===== config.mk =====
export PLATFORM = sky130hd
export DESIGN_NAME = polygon_area_with_holes_core_flat
export DESIGN_NICKNAME = d
export VERILOG_FILES = /design/src/rtl/core/pawh_pkg.sv /design/src/rtl/core/pawh_vert_if.sv /design/src/rtl/core/pawh_area_if.sv /design/src/rtl/core/pawh_front.sv /design/src/rtl/core/pawh_contour.sv /design/src/rtl/core/pawh_total.sv /design/src/rtl/core/polygon_area_with_holes_core.sv /design/src/flat_wrapper.sv
export SDC_FILE = /design/constraint.sdc
export NUM_CORES = 2
export LEC_CHECK = 0
export BUFFER_PORTS_ARGS = -buffer_cell sky130_fd_sc_hd__buf_2
export CORE_MARGIN = 1.5
export CORE_UTILIZATION = 50
export CTS_BUF_LIST = sky130_fd_sc_hd__clkbuf_4
export CTS_CLUSTER_DIAMETER = 150
export CTS_CLUSTER_SIZE = 24
export DETAILED_ROUTE_END_ITERATION = 8
export PLACE_DENSITY = 0.64
export SLEW_MARGIN = 10
export SYNTH_ARGS = -nofsm -noshare
export SYNTH_HDL_FRONTEND = slang
export SYNTH_SLANG_ARGS = --single-unit

===== constraint.sdc =====
create_clock -name i_clk -period 25.4 [get_ports i_clk]
set_input_delay 0 -clock i_clk [delete_from_list [all_inputs] [get_ports i_clk]]
set_output_delay 0 -clock i_clk [all_outputs]
set_load 0.01 [all_outputs]

===== src/rtl/core/pawh_pkg.sv =====
package pawh_pkg;

    localparam int COORD_BITS_DEF = 24;
    localparam int SUM_BITS       = 64;

    typedef logic signed [SUM_BITS-1:0] t_sum;

    localparam t_sum SUM_MAX = {1'b0, {(SUM_BITS-1){1'b1}}};
    localparam t_sum SUM_MIN = {1'b1, {(SUM_BITS-1){1'b0}}};

    typedef struct packed {
        t_sum sum;
        logic ovf;
    } t_sat;

    // vertex control bits that ride along with every pipeline stage
    typedef struct packed {
        logic close;
        logic plast;
        logic hole;
        logic empty;
    } t_flags;

    typedef struct packed {
        t_sum   t1;     // edge from previous vertex, zero on a contour's first vertex
        t_sum   t2;     // closing edge back to the first vertex, zero unless closing
        logic   first;
        t_flags flags;
    } t_term_item;

    typedef struct packed {
        t_sum   csum;   // complete contour sum, valid on closing vertices
        logic   ovf;    // any clamp so far in this contour
        t_flags flags;
    } t_close_item;

    function automatic t_sat sat_add(input t_sum a, input t_sum b);
        t_sat r;
        t_sum s;
        s     = a + b;
        r.ovf = (a[SUM_BITS-1] == b[SUM_BITS-1]) && (s[SUM_BITS-1] != a[SUM_BITS-1]);
        r.sum = r.ovf ? (a[SUM_BITS-1] ? SUM_MIN : SUM_MAX) : s;
        return r;
    endfunction

endpackage


===== src/rtl/core/pawh_vert_if.sv =====
interface pawh_vert_if #(
    parameter int COORD_BITS = pawh_pkg::COORD_BITS_DEF
);
    logic                         valid;
    logic                         ready;
    logic signed [COORD_BITS-1:0] vert_x;
    logic signed [COORD_BITS-1:0] vert_y;
    logic                         is_hole;
    logic                         contour_last;
    logic                         polygon_last;
    logic                         empty_polygon;

    modport source (
        output valid, vert_x, vert_y, is_hole, contour_last, polygon_last, empty_polygon,
        input  ready
    );
    modport sink (
        input  valid, vert_x, vert_y, is_hole, contour_last, polygon_last, empty_polygon,
        output ready
    );
endinterface


===== src/rtl/core/pawh_area_if.sv =====
interface pawh_area_if;
    logic               valid;
    logic               ready;
    pawh_pkg::t_sum     area_value;
    logic               is_empty;
    logic               saturated;

    modport source (
        output valid, area_value, is_empty, saturated,
        input  ready
    );
    modport sink (
        input  valid, area_value, is_empty, saturated,
        output ready
    );
endinterface


===== src/rtl/core/pawh_front.sv =====
module pawh_front #(
    parameter int COORD_BITS = pawh_pkg::COORD_BITS_DEF
) (
    input  logic                 i_clk,
    input  logic                 i_rst_n,
    pawh_vert_if.sink            i_vert,
    output logic                 o_valid,
    output pawh_pkg::t_term_item o_item,
    input  logic                 i_ready
);
    localparam int EXT_BITS  = COORD_BITS + 1;
    localparam int PROD_BITS = 2 * EXT_BITS;

    // contour tracking
    logic                         r_mid;
    logic signed [COORD_BITS-1:0] r_first_x, r_first_y, r_prev_x, r_prev_y;

    // stage 1: registered vertex with its neighbors
    logic                         r1_valid;
    logic signed [COORD_BITS-1:0] r1_x, r1_y, r1_px, r1_py, r1_fx, r1_fy;
    logic                         r1_first;
    pawh_pkg::t_flags             r1_flags;

    // stage 2: edge products
    logic                         r2_valid;
    pawh_pkg::t_term_item         r2_item;

    logic                         rdy1, rdy2, in_fire, move12;
    logic                         close_in;
    logic signed [EXT_BITS-1:0]   ys1, xd1, ys2, xd2;
    logic signed [PROD_BITS-1:0]  p1, p2;

    assign rdy2     = !r2_valid || i_ready;
    assign rdy1     = !r1_valid || rdy2;
    assign in_fire  = i_vert.valid && rdy1;
    assign move12   = r1_valid && rdy2;
    assign close_in = i_vert.contour_last || i_vert.polygon_last;

    assign i_vert.ready = rdy1;

    assign ys1 = EXT_BITS'(r1_py) + EXT_BITS'(r1_y);
    assign xd1 = EXT_BITS'(r1_px) - EXT_BITS'(r1_x);
    assign ys2 = EXT_BITS'(r1_y) + EXT_BITS'(r1_fy);
    assign xd2 = EXT_BITS'(r1_x) - EXT_BITS'(r1_fx);
    assign p1  = ys1 * xd1;
    assign p2  = ys2 * xd2;

    always_ff @(posedge i_clk) begin
        if (!i_rst_n) begin
            r_mid    <= 1'b0;
            r1_valid <= 1'b0;
            r2_valid <= 1'b0;
        end else begin
            if (in_fire) begin
                r1_valid <= 1'b1;
            end else if (move12) begin
                r1_valid <= 1'b0;
            end
            if (move12) begin
                r2_valid <= 1'b1;
            end else if (i_ready) begin
                r2_valid <= 1'b0;
            end
            if (in_fire) begin
                if (i_vert.empty_polygon) begin
                    r_mid <= 1'b0;
                end else begin
                    r_mid <= !close_in;
                end
            end
        end
    end

    always_ff @(posedge i_clk) begin
        if (in_fire) begin
            r1_x           <= i_vert.vert_x;
            r1_y           <= i_vert.vert_y;
            r1_px          <= r_prev_x;
            r1_py          <= r_prev_y;
            r1_fx          <= r_mid ? r_first_x : i_vert.vert_x;
            r1_fy          <= r_mid ? r_first_y : i_vert.vert_y;
            r1_first       <= !r_mid;
            r1_flags.close <= close_in;
            r1_flags.plast <= i_vert.polygon_last;
            r1_flags.hole  <= i_vert.is_hole;
            r1_flags.empty <= i_vert.empty_polygon;
            r_prev_x       <= i_vert.vert_x;
            r_prev_y       <= i_vert.vert_y;
            if (!r_mid) begin
                r_first_x <= i_vert.vert_x;
                r_first_y <= i_vert.vert_y;
            end
        end
        if (move12) begin
            r2_item.t1    <= r1_first ? '0 : pawh_pkg::t_sum'(p1);
            r2_item.t2    <= r1_flags.close ? pawh_pkg::t_sum'(p2) : '0;
            r2_item.first <= r1_first;
            r2_item.flags <= r1_flags;
        end
    end

    assign o_valid = r2_valid;
    assign o_item  = r2_item;

endmodule


===== src/rtl/core/pawh_contour.sv =====
module pawh_contour (
    input  logic                  i_clk,
    input  logic                  i_rst_n,
    input  logic                  i_valid,
    input  pawh_pkg::t_term_item  i_item,
    output logic                  o_ready,
    output logic                  o_valid,
    output pawh_pkg::t_close_item o_item,
    input  logic                  i_ready
);
    // running sum of the open contour
    pawh_pkg::t_sum        r_acc;
    logic                  r_cov;

    // stage 3: sum including the incoming edge
    logic                  r3_valid;
    pawh_pkg::t_sum        r3_acc;
    pawh_pkg::t_sum        r3_t2;
    logic                  r3_cov;
    pawh_pkg::t_flags      r3_flags;

    // stage 4: ring closed
    logic                  r4_valid;
    pawh_pkg::t_close_item r4_item;

    logic                  rdy3, rdy4, in_fire, move34;
    pawh_pkg::t_sum        base;
    logic                  base_ov;
    pawh_pkg::t_sat        sa, sc;

    assign rdy4    = !r4_valid || i_ready;
    assign rdy3    = !r3_valid || rdy4;
    assign in_fire = i_valid && rdy3;
    assign move34  = r3_valid && rdy4;
    assign o_ready = rdy3;

    assign base    = i_item.first ? '0 : r_acc;
    assign base_ov = i_item.first ? 1'b0 : r_cov;
    assign sa      = pawh_pkg::sat_add(base, i_item.t1);
    assign sc      = pawh_pkg::sat_add(r3_acc, r3_t2);

    always_ff @(posedge i_clk) begin
        if (!i_rst_n) begin
            r3_valid <= 1'b0;
            r4_valid <= 1'b0;
            r_acc    <= '0;
            r_cov    <= 1'b0;
        end else begin
            if (in_fire) begin
                r3_valid <= 1'b1;
                r_acc    <= sa.sum;
                r_cov    <= base_ov | sa.ovf;
            end else if (move34) begin
                r3_valid <= 1'b0;
            end
            if (move34) begin
                r4_valid <= 1'b1;
            end else if (i_ready) begin
                r4_valid <= 1'b0;
            end
        end
    end

    always_ff @(posedge i_clk) begin
        if (in_fire) begin
            r3_acc   <= sa.sum;
            r3_cov   <= base_ov | sa.ovf;
            r3_t2    <= i_item.t2;
            r3_flags <= i_item.flags;
        end
        if (move34) begin
            r4_item.csum  <= sc.sum;
            r4_item.ovf   <= r3_cov | sc.ovf;
            r4_item.flags <= r3_flags;
        end
    end

    assign o_valid = r4_valid;
    assign o_item  = r4_item;

endmodule


===== src/rtl/core/pawh_total.sv =====
module pawh_total (
    input  logic                  i_clk,
    input  logic                  i_rst_n,
    input  logic                  i_valid,
    input  pawh_pkg::t_close_item i_item,
    output logic                  o_ready,
    pawh_area_if.source           o_area
);
    // polygon total
    pawh_pkg::t_sum   r_total;
    logic             r_pov;

    // stage 5: signed contour contribution
    logic             r5_valid;
    pawh_pkg::t_sum   r5_term;
    logic             r5_ovf;
    pawh_pkg::t_flags r5_flags;

    // result register
    logic             r_out_valid;
    pawh_pkg::t_sum   r_area;
    logic             r_empty;
    logic             r_sat;

    logic             produce, out_free, move5, rdy5, in_fire;
    pawh_pkg::t_sum   neg, mag;
    logic             mag_ovf;
    pawh_pkg::t_sat   ta;
    logic             pov_new;

    assign produce  = r5_flags.empty || r5_flags.plast;
    assign out_free = !r_out_valid || o_area.ready;
    assign move5    = r5_valid && (!produce || out_free);
    assign rdy5     = !r5_valid || (!produce || out_free);
    assign in_fire  = i_valid && rdy5;
    assign o_ready  = rdy5;

    // magnitude; the most negative sum clamps to the most positive value
    assign neg     = -i_item.csum;
    assign mag_ovf = (i_item.csum == pawh_pkg::SUM_MIN);
    assign mag     = !i_item.csum[pawh_pkg::SUM_BITS-1] ? i_item.csum :
                     (mag_ovf ? pawh_pkg::SUM_MAX : neg);

    assign ta      = pawh_pkg::sat_add(r_total, r5_term);
    assign pov_new = r_pov | r5_ovf | ta.ovf;

    always_ff @(posedge i_clk) begin
        if (!i_rst_n) begin
            r5_valid    <= 1'b0;
            r_out_valid <= 1'b0;
            r_total     <= '0;
            r_pov       <= 1'b0;
        end else begin
            if (in_fire) begin
                r5_valid <= 1'b1;
            end else if (move5) begin
                r5_valid <= 1'b0;
            end
            if (move5 && produce) begin
                r_out_valid <= 1'b1;
            end else if (o_area.ready) begin
                r_out_valid <= 1'b0;
            end
            if (move5) begin
                if (r5_flags.empty || r5_flags.plast) begin
                    r_total <= '0;
                    r_pov   <= 1'b0;
                end else if (r5_flags.close) begin
                    r_total <= ta.sum;
                    r_pov   <= pov_new;
                end
            end
        end
    end

    always_ff @(posedge i_clk) begin
        if (in_fire) begin
            r5_term  <= i_item.flags.hole ? -mag : mag;
            r5_ovf   <= i_item.ovf | (mag_ovf & i_item.csum[pawh_pkg::SUM_BITS-1]);
            r5_flags <= i_item.flags;
        end
        if (move5 && produce) begin
            if (r5_flags.empty) begin
                r_area  <= '0;
                r_empty <= 1'b1;
                r_sat   <= 1'b0;
            end else begin
                r_area  <= ta.sum;
                r_empty <= 1'b0;
                r_sat   <= pov_new;
            end
        end
    end

    assign o_area.valid      = r_out_valid;
    assign o_area.area_value = r_area;
    assign o_area.is_empty   = r_empty;
    assign o_area.saturated  = r_sat;

endmodule


===== src/rtl/core/polygon_area_with_holes_core.sv =====
// Shoelace area of polygons with holes, one vertex per transaction.
// i_vert carries vertices contour by contour; contour_last marks the last
// vertex of a contour, polygon_last the last vertex of the polygon (it also
// closes an open contour). A transaction with empty_polygon set drops any
// partial polygon and yields an empty result.
// o_area carries one transaction per polygon: the area with one fraction
// bit (halving folded into the binary point), clamped to the signed
// 64-bit range with saturated set when any clamp occurred.
// Throughput: one vertex per cycle while o_area accepts results. The last
// vertex passes through the input register, product register, contour
// accumulate, ring close and signed contribution stages, then the
// result register where the polygon total is added.
// Reset clears all stages, the open contour and the running total; ready
// is already high from the first clock edge under reset.
// When o_area stalls the result register holds; vertices keep flowing until
// a result-producing transaction waits in the signed-contribution stage and
// the four stages behind it fill, then ready drops.
module polygon_area_with_holes_core #(
    parameter int COORD_BITS = pawh_pkg::COORD_BITS_DEF
) (
    input  logic        i_clk,
    input  logic        i_rst_n,
    pawh_vert_if.sink   i_vert,
    pawh_area_if.source o_area
);
    logic                  term_valid, term_ready;
    pawh_pkg::t_term_item  term_item;
    logic                  close_valid, close_ready;
    pawh_pkg::t_close_item close_item;

    pawh_front #(
        .COORD_BITS (COORD_BITS)
    ) u_front (
        .i_clk   (i_clk),
        .i_rst_n (i_rst_n),
        .i_vert  (i_vert),
        .o_valid (term_valid),
        .o_item  (term_item),
        .i_ready (term_ready)
    );

    pawh_contour u_contour (
        .i_clk   (i_clk),
        .i_rst_n (i_rst_n),
        .i_valid (term_valid),
        .i_item  (term_item),
        .o_ready (term_ready),
        .o_valid (close_valid),
        .o_item  (close_item),
        .i_ready (close_ready)
    );

    pawh_total u_total (
        .i_clk   (i_clk),
        .i_rst_n (i_rst_n),
        .i_valid (close_valid),
        .i_item  (close_item),
        .o_ready (close_ready),
        .o_area  (o_area)
    );

endmodule


===== src/flat_wrapper.sv =====
// flat-port wrapper written by rule: the top's interface ports become plain ports
module polygon_area_with_holes_core_flat 
#(
    parameter int COORD_BITS = pawh_pkg::COORD_BITS_DEF
)
  (i_clk, i_rst_n, i_vert_valid, i_vert_vert_x, i_vert_vert_y, i_vert_is_hole, i_vert_contour_last, i_vert_polygon_last, i_vert_empty_polygon, i_vert_ready, o_area_valid, o_area_area_value, o_area_is_empty, o_area_saturated, o_area_ready);
  pawh_vert_if #(.COORD_BITS(COORD_BITS)) i_vert_i ();
  pawh_area_if o_area_i ();
  input  logic i_clk;
  input  logic i_rst_n;
  input wire logic [$bits(i_vert_i.valid)-1:0] i_vert_valid;
  input wire logic [$bits(i_vert_i.vert_x)-1:0] i_vert_vert_x;
  input wire logic [$bits(i_vert_i.vert_y)-1:0] i_vert_vert_y;
  input wire logic [$bits(i_vert_i.is_hole)-1:0] i_vert_is_hole;
  input wire logic [$bits(i_vert_i.contour_last)-1:0] i_vert_contour_last;
  input wire logic [$bits(i_vert_i.polygon_last)-1:0] i_vert_polygon_last;
  input wire logic [$bits(i_vert_i.empty_polygon)-1:0] i_vert_empty_polygon;
  output wire logic [$bits(i_vert_i.ready)-1:0] i_vert_ready;
  output wire logic [$bits(o_area_i.valid)-1:0] o_area_valid;
  output wire logic [$bits(o_area_i.area_value)-1:0] o_area_area_value;
  output wire logic [$bits(o_area_i.is_empty)-1:0] o_area_is_empty;
  output wire logic [$bits(o_area_i.saturated)-1:0] o_area_saturated;
  input wire logic [$bits(o_area_i.ready)-1:0] o_area_ready;
  assign i_vert_i.valid = i_vert_valid;
  assign i_vert_i.vert_x = i_vert_vert_x;
  assign i_vert_i.vert_y = i_vert_vert_y;
  assign i_vert_i.is_hole = i_vert_is_hole;
  assign i_vert_i.contour_last = i_vert_contour_last;
  assign i_vert_i.polygon_last = i_vert_polygon_last;
  assign i_vert_i.empty_polygon = i_vert_empty_polygon;
  assign i_vert_ready = i_vert_i.ready;
  assign o_area_valid = o_area_i.valid;
  assign o_area_area_value = o_area_i.area_value;
  assign o_area_is_empty = o_area_i.is_empty;
  assign o_area_saturated = o_area_i.saturated;
  assign o_area_i.ready = o_area_ready;
  polygon_area_with_holes_core #(.COORD_BITS(COORD_BITS)) u_core (.i_clk(i_clk), .i_rst_n(i_rst_n), .i_vert(i_vert_i), .o_area(o_area_i));
endmodule

; Word level (Yosys, flattened, before mapping)
; Cells that the tools add are included.
[op_classes]
addsub = 9
mul = 2
n_eq_ne = 7
mux = 29
n_bitwise = 7
n_reduce_logical = 37
[ops]
columns = operator, n
row1 = $mux 64, 12
row2 = $add 64x50->64, 2
row3 = $neg 64->64, 2
row4 = $mul 25x25->50, 2
row5 = $add 64x64->64, 1
row6 = $eq 64x64->1 const B, 1
row7 = $add 24x24->25, 2
row8 = $sub 24x24->25, 2
row9 = $mux 1, 17
row10 = $reduce_bool 2->1, 7
row11 = $logic_and 1x1->1, 10
row12 = $logic_not 1->1, 9
row13 = $logic_or 1x1->1, 9
row14 = $or 1x1->1, 5
row15 = $reduce_and 2->1, 2
row16 = $eq 1x1->1, 3
row17 = $ne 1x1->1, 3
row18 = $and 1x1->1, 1
row19 = $not 1->1, 1
[word_totals]
regBits = 713
input_bits = 56
out_inout_bits = 68
word_cells = 141

; Depth between registers and ports, before layout
[depth]
word_depth = 10
ltp_mapped = 41
ltp_nobuf = 40

; Modules after synthesis
; From an unflattened synthesis, not the netlist that was laid out.
[unflattened]
hier_cells = 9504
area_unflattened_um2 = 89505.8
[by_module_without_submodules]
columns = module, n_inst, cells_each, area_per_inst_um2, seq_area_each_um2
row1 = pawh_front, 1, 5946, 57776.7, 7687.4
row2 = pawh_contour, 1, 1813, 17026.3, 7407.1
row3 = pawh_total, 1, 1745, 14702.9, 5365.1

; Worst setup path after synthesis
; Ideal clock, no wire load.
[synth_timing]
path_type = register to register
startpoint = register, netlist name u_core.u_front.r_prev_y[0]
endpoint = register, netlist name u_core.u_front.o_item[118]
setup_time_ns = 0.266
arrival_time_ns = 9.743
required_time_ns = 25.134
setup_slack_ns = 15.391
path_stages_with_launch = 39
n_path_buf = 1
period_less_slack_ns = 10.009
cell_sequence = edfxtp_1 -> ha_1 -> inv_1 -> fa_1 -> nor2b_1 -> o21a_1 -> o21ai_0 -> a21oi_1 -> nor3_1 -> o41ai_1 -> a211oi_1 -> o31ai_1 -> nand2_1 -> a31oi_1 -> clkbuf_1 -> nor2_1 -> fa_1 -> fa_1 -> (+3 left out) -> fa_1 -> fa_1 -> fa_1 -> inv_1 -> fa_1 -> inv_1 -> ha_1 -> a21o_1 -> a21o_1 -> a21o_1 -> a21o_1 -> a21oi_1 -> o21ai_0 -> a21oi_1 -> o21ai_0 -> a311oi_1 -> xnor2_1 -> nor2_1

==> run_results.csv <==
group,metric,value,unit
outcome,outcome,"finished, final reports clean",
yosys,ys_seq_elements,713,
timing,tightestPinTransition,1.31,ns
yosys,synth_top_family_by_area,"adder cells",
clock_network,h-tree-depth,2,
clock_network,insertion_delay,1.12,ns
setup_path,critical_path_class,"flop to flop",
detailed_routing,vias_per_cell,5.64,
setup_path,crit_path_start_kind,"flop",
setup_path,crit_arrival,12.41,ns
floorplanning,rows,153,
detailed_routing,routedWlPerCell,21.2,um
worst_hold_path,hp-class,"primary input to flop",
clock_network,holdBufCountCts,113,
setup_path,path_max_fanout,7,
detailed_routing,final_antenna_net_count,0,
global_route,track_usage,0.281,
clock_network,cts_buffers,38,
setup_path,worst-endpoint-required,26.24,ns
detailed_routing,dr.pass1.iters,8,
placed_design,hpwl,200000,um
final_layout,drive_gt1_frac,0.0517,
clock_network,cts_tree,"done",
yosys,synth_compound_area_frac,0.117,
yosys,yosysUniqueCellTypes,93,
setup_path,cp_common_cell,"fa_1",
clock_network,cts_root_buf,"clkbuf_4",
final_layout,fillers,15800,
detailed_routing,vias,66300,
clock_network,cts_sinks,713,
clock_network,cts_buffer_depth,3,
final_layout,multi_input_area,61500,um^2
final_layout,final_cell_mix,"1419 x inv_1, 1324 x fa_1, 1092 x nand2_1",
yosys,synth_area_leaders,"fa_1 30%, edfxtp_1 20%, ha_1 8.1%",
timing,period_share,0.456,
floorplanning,die-area,178000,um^2
timing,maxSlewHeadroom,0.123,
timing,rsz0062_at_grt,"no",
yosys,synth_xor_area_frac,0.0509,
global_route,grt_pass1_wl,391000,um
yosys,ys.flop_type,"edfxtp_1",
yosys,syn_area_per_cell,9.41,um^2
yosys,synth_cells,9337,
floorplanning,io_pins,124,
final_layout,area_delta_synth_final,6.33,%
yosys,synth_warnings,0,
yosys,syn_area,87800,um^2
yosys,postSynth.asyncResetShare,0,
placed_design,dp.cells,11600,
final_layout,final_common_cell,"inv_1",
placed_design,port_buffers,123,
timing,setup_tns,0,ns
global_route,grt-ovfl-total,0,
final_layout,nets,11300,
timing,finalCriticalPeriod,11.57,ns
floorplanning,core,174000,um^2
clock_network,post-cts-setup-buffers,0,
timing,slew_violations,0,
yosys,netlist.area_leader.share,0.302,
timing,skew,0.120,ns
placed_design,gp_congestion,1.02,
final_layout,finalNonFillerCells,11800,
setup_path,slowest_delay,1.07,ns
detailed_routing,routed_wl,249000,um
clock_network,clkSlewWorstSetupHoldPaths,0.24,ns
global_route,grt_max_degree,88,
floorplanning,start_util,0.504,
final_layout,seqCellArea,20000,um^2
timing,finalSetupViolCount,0,
setup_path,cpMaxStageDelayCell,"a2111oi_1",
global_route,grt_pass1_vias,68300,
yosys,synthesis.nets,11300,
yosys,ys_seq_area_frac,0.228,
yosys,synthAdderAreaFrac,0.383,
yosys,synth_top_area_cell,"fa_1",
yosys,synth_enable_flop_cells,576,
floorplanning,die_w,422,um
clock_network,cts_resized,0,
yosys,synthMuxAreaShare,0.00244,
timing,finalHoldViolations,0,
detailed_routing,drt-initial-drc-count,5297,
global_route,antenna_found_initial,9,
timing,fmax,0.0864,GHz
setup_path,end_kind,"flop",
detailed_routing,drc,0,
yosys,yosys.area_share.simple,0.141,
floorplanning,die_h,422,um
run,drv_cap,0,
through the flow:
step	hold slack [ns]	util	setup slack [ns]	instance area, um^2
floorplan	0.0989	-	15.39	87800
global placement	0.189	0.526	13.70	91600
detailed placement	0.192	0.526	13.86	91700
CTS	0.0653	0.536	13.82	93400
global route	0.162	0.536	13.20	93400
finish	0.182	0.536	13.83	93400
synthesized netlist by cell type, types with 51 or more instances:
| library cell | instances |
|---|---|
| nor2b_1 | 153 |
| nor2_1 | 807 |
| nand2_1 | 1092 |
| xnor2_1 | 313 |
| fa_1 | 1324 |
| ha_1 | 569 |
| and2_1 | 123 |
| nand2b_1 | 98 |
| xor2_1 | 197 |
| dfxtp_1 | 137 |
| nand3_1 | 111 |
| edfxtp_1 | 576 |
| o21ai_0 | 462 |
| nand4_1 | 67 |
| nor3_1 | 99 |
| inv_1 | 1421 |
| o21a_1 | 57 |
| a21oi_1 | 454 |
| clkbuf_1 | 361 |
| a21o_1 | 219 |
| o31ai_1 | 55 |
| o21bai_1 | 67 |
| a211oi_1 | 51 |
area by class of cell:
| class | count | area share |
|---|---|---|
| Antenna cell | 6 | 0.000161 |
| Clock buffer | 60 | 0.00482 |
| Clock inverter | 9 | 0.00137 |
| Inverter | 1423 | 0.0573 |
| Multi-Input combinational cell | 6825 | 0.659 |
| Sequential cell | 713 | 0.215 |
| Tap cell | 2325 | 0.0312 |
| Timing Repair Buffer | 396 | 0.0315 |
metal layers:
layer,wire [um],vias to the layer above,track usage
li1,-,30500,-
met1,106000,32900,0.380
met2,111000,2500,0.443
met3,20300,454,0.0570
met4,12100,6,0.116
met5,76,-,0
state kept, by name, summed over array words and instances (netlist names), 4 cells and up:
name                              cells
u_core.u_front.r_first_y             24
u_core.u_front.r_first_x             24
u_core.u_contour.o_item              69
u_core.u_total.r5_term               64
u_core.u_front.r1_flags               4
u_core.u_total.o_area.area_value     64
u_core.u_front.o_item               105
u_core.u_total.r_total               64
u_core.u_contour.r3_t2               50
u_core.u_front.r1_py                 24
u_core.u_front.r1_px                 24
u_core.u_contour.r3_acc              64
u_core.u_contour.r_acc               64
u_core.u_front.r_prev_x              24
u_core.u_front.r_prev_y              24
u_core.u_contour.r3_flags             4
path summary, 6_finish.rpt:
kind | start | endpoint | slack (ns) | depth (start not counted)
max | u_core.u_front.r_prev_x[0]$_DFFE_PP_ | u_core.u_front.o_item[53]$_SDFFCE_PN0P_ | 13.83 | 34
min reg2reg | u_core.u_front.o_item[19]$_SDFFCE_PN0P_ | u_core.u_contour.r3_t2[14]$_DFFE_PP_ | 0.38 | 0
min | i_vert_vert_x[15] | u_core.u_front.r_prev_x[15]$_DFFE_PP_ | 0.18 | 3
max reg2reg | u_core.u_front.r_prev_x[0]$_DFFE_PP_ | u_core.u_front.o_item[53]$_SDFFCE_PN0P_ | 13.83 | 34
logic make-up (layout without fill, tap and decap cells):
kind of cell | after synthesis | count (layout)
buf+inv | 1799 | 1888
simple gates | 2753 | 2753
mux | 21 | 21
other cells | 0 | 6
flops | 713 | 713
compound gates | 1647 | 1647
xor+xnor | 510 | 510
fa+ha+maj | 1894 | 1894
worst max-delay path: cells and delay by family, from the launching register on:
family	cells	cell delay, ns
DFF	1	0.48
adders and majority gates	10	4.17
buffers and inverters	4	0.22
and+or+nand+nor	6	0.89
xor gates and xnor gates	2	0.74
AOI/OAI and AO/OA	12	4.86
Power is left out: the tool's default activity adds up to more than one toggle a clock period on the data nets, which glitch-free logic cannot reach.
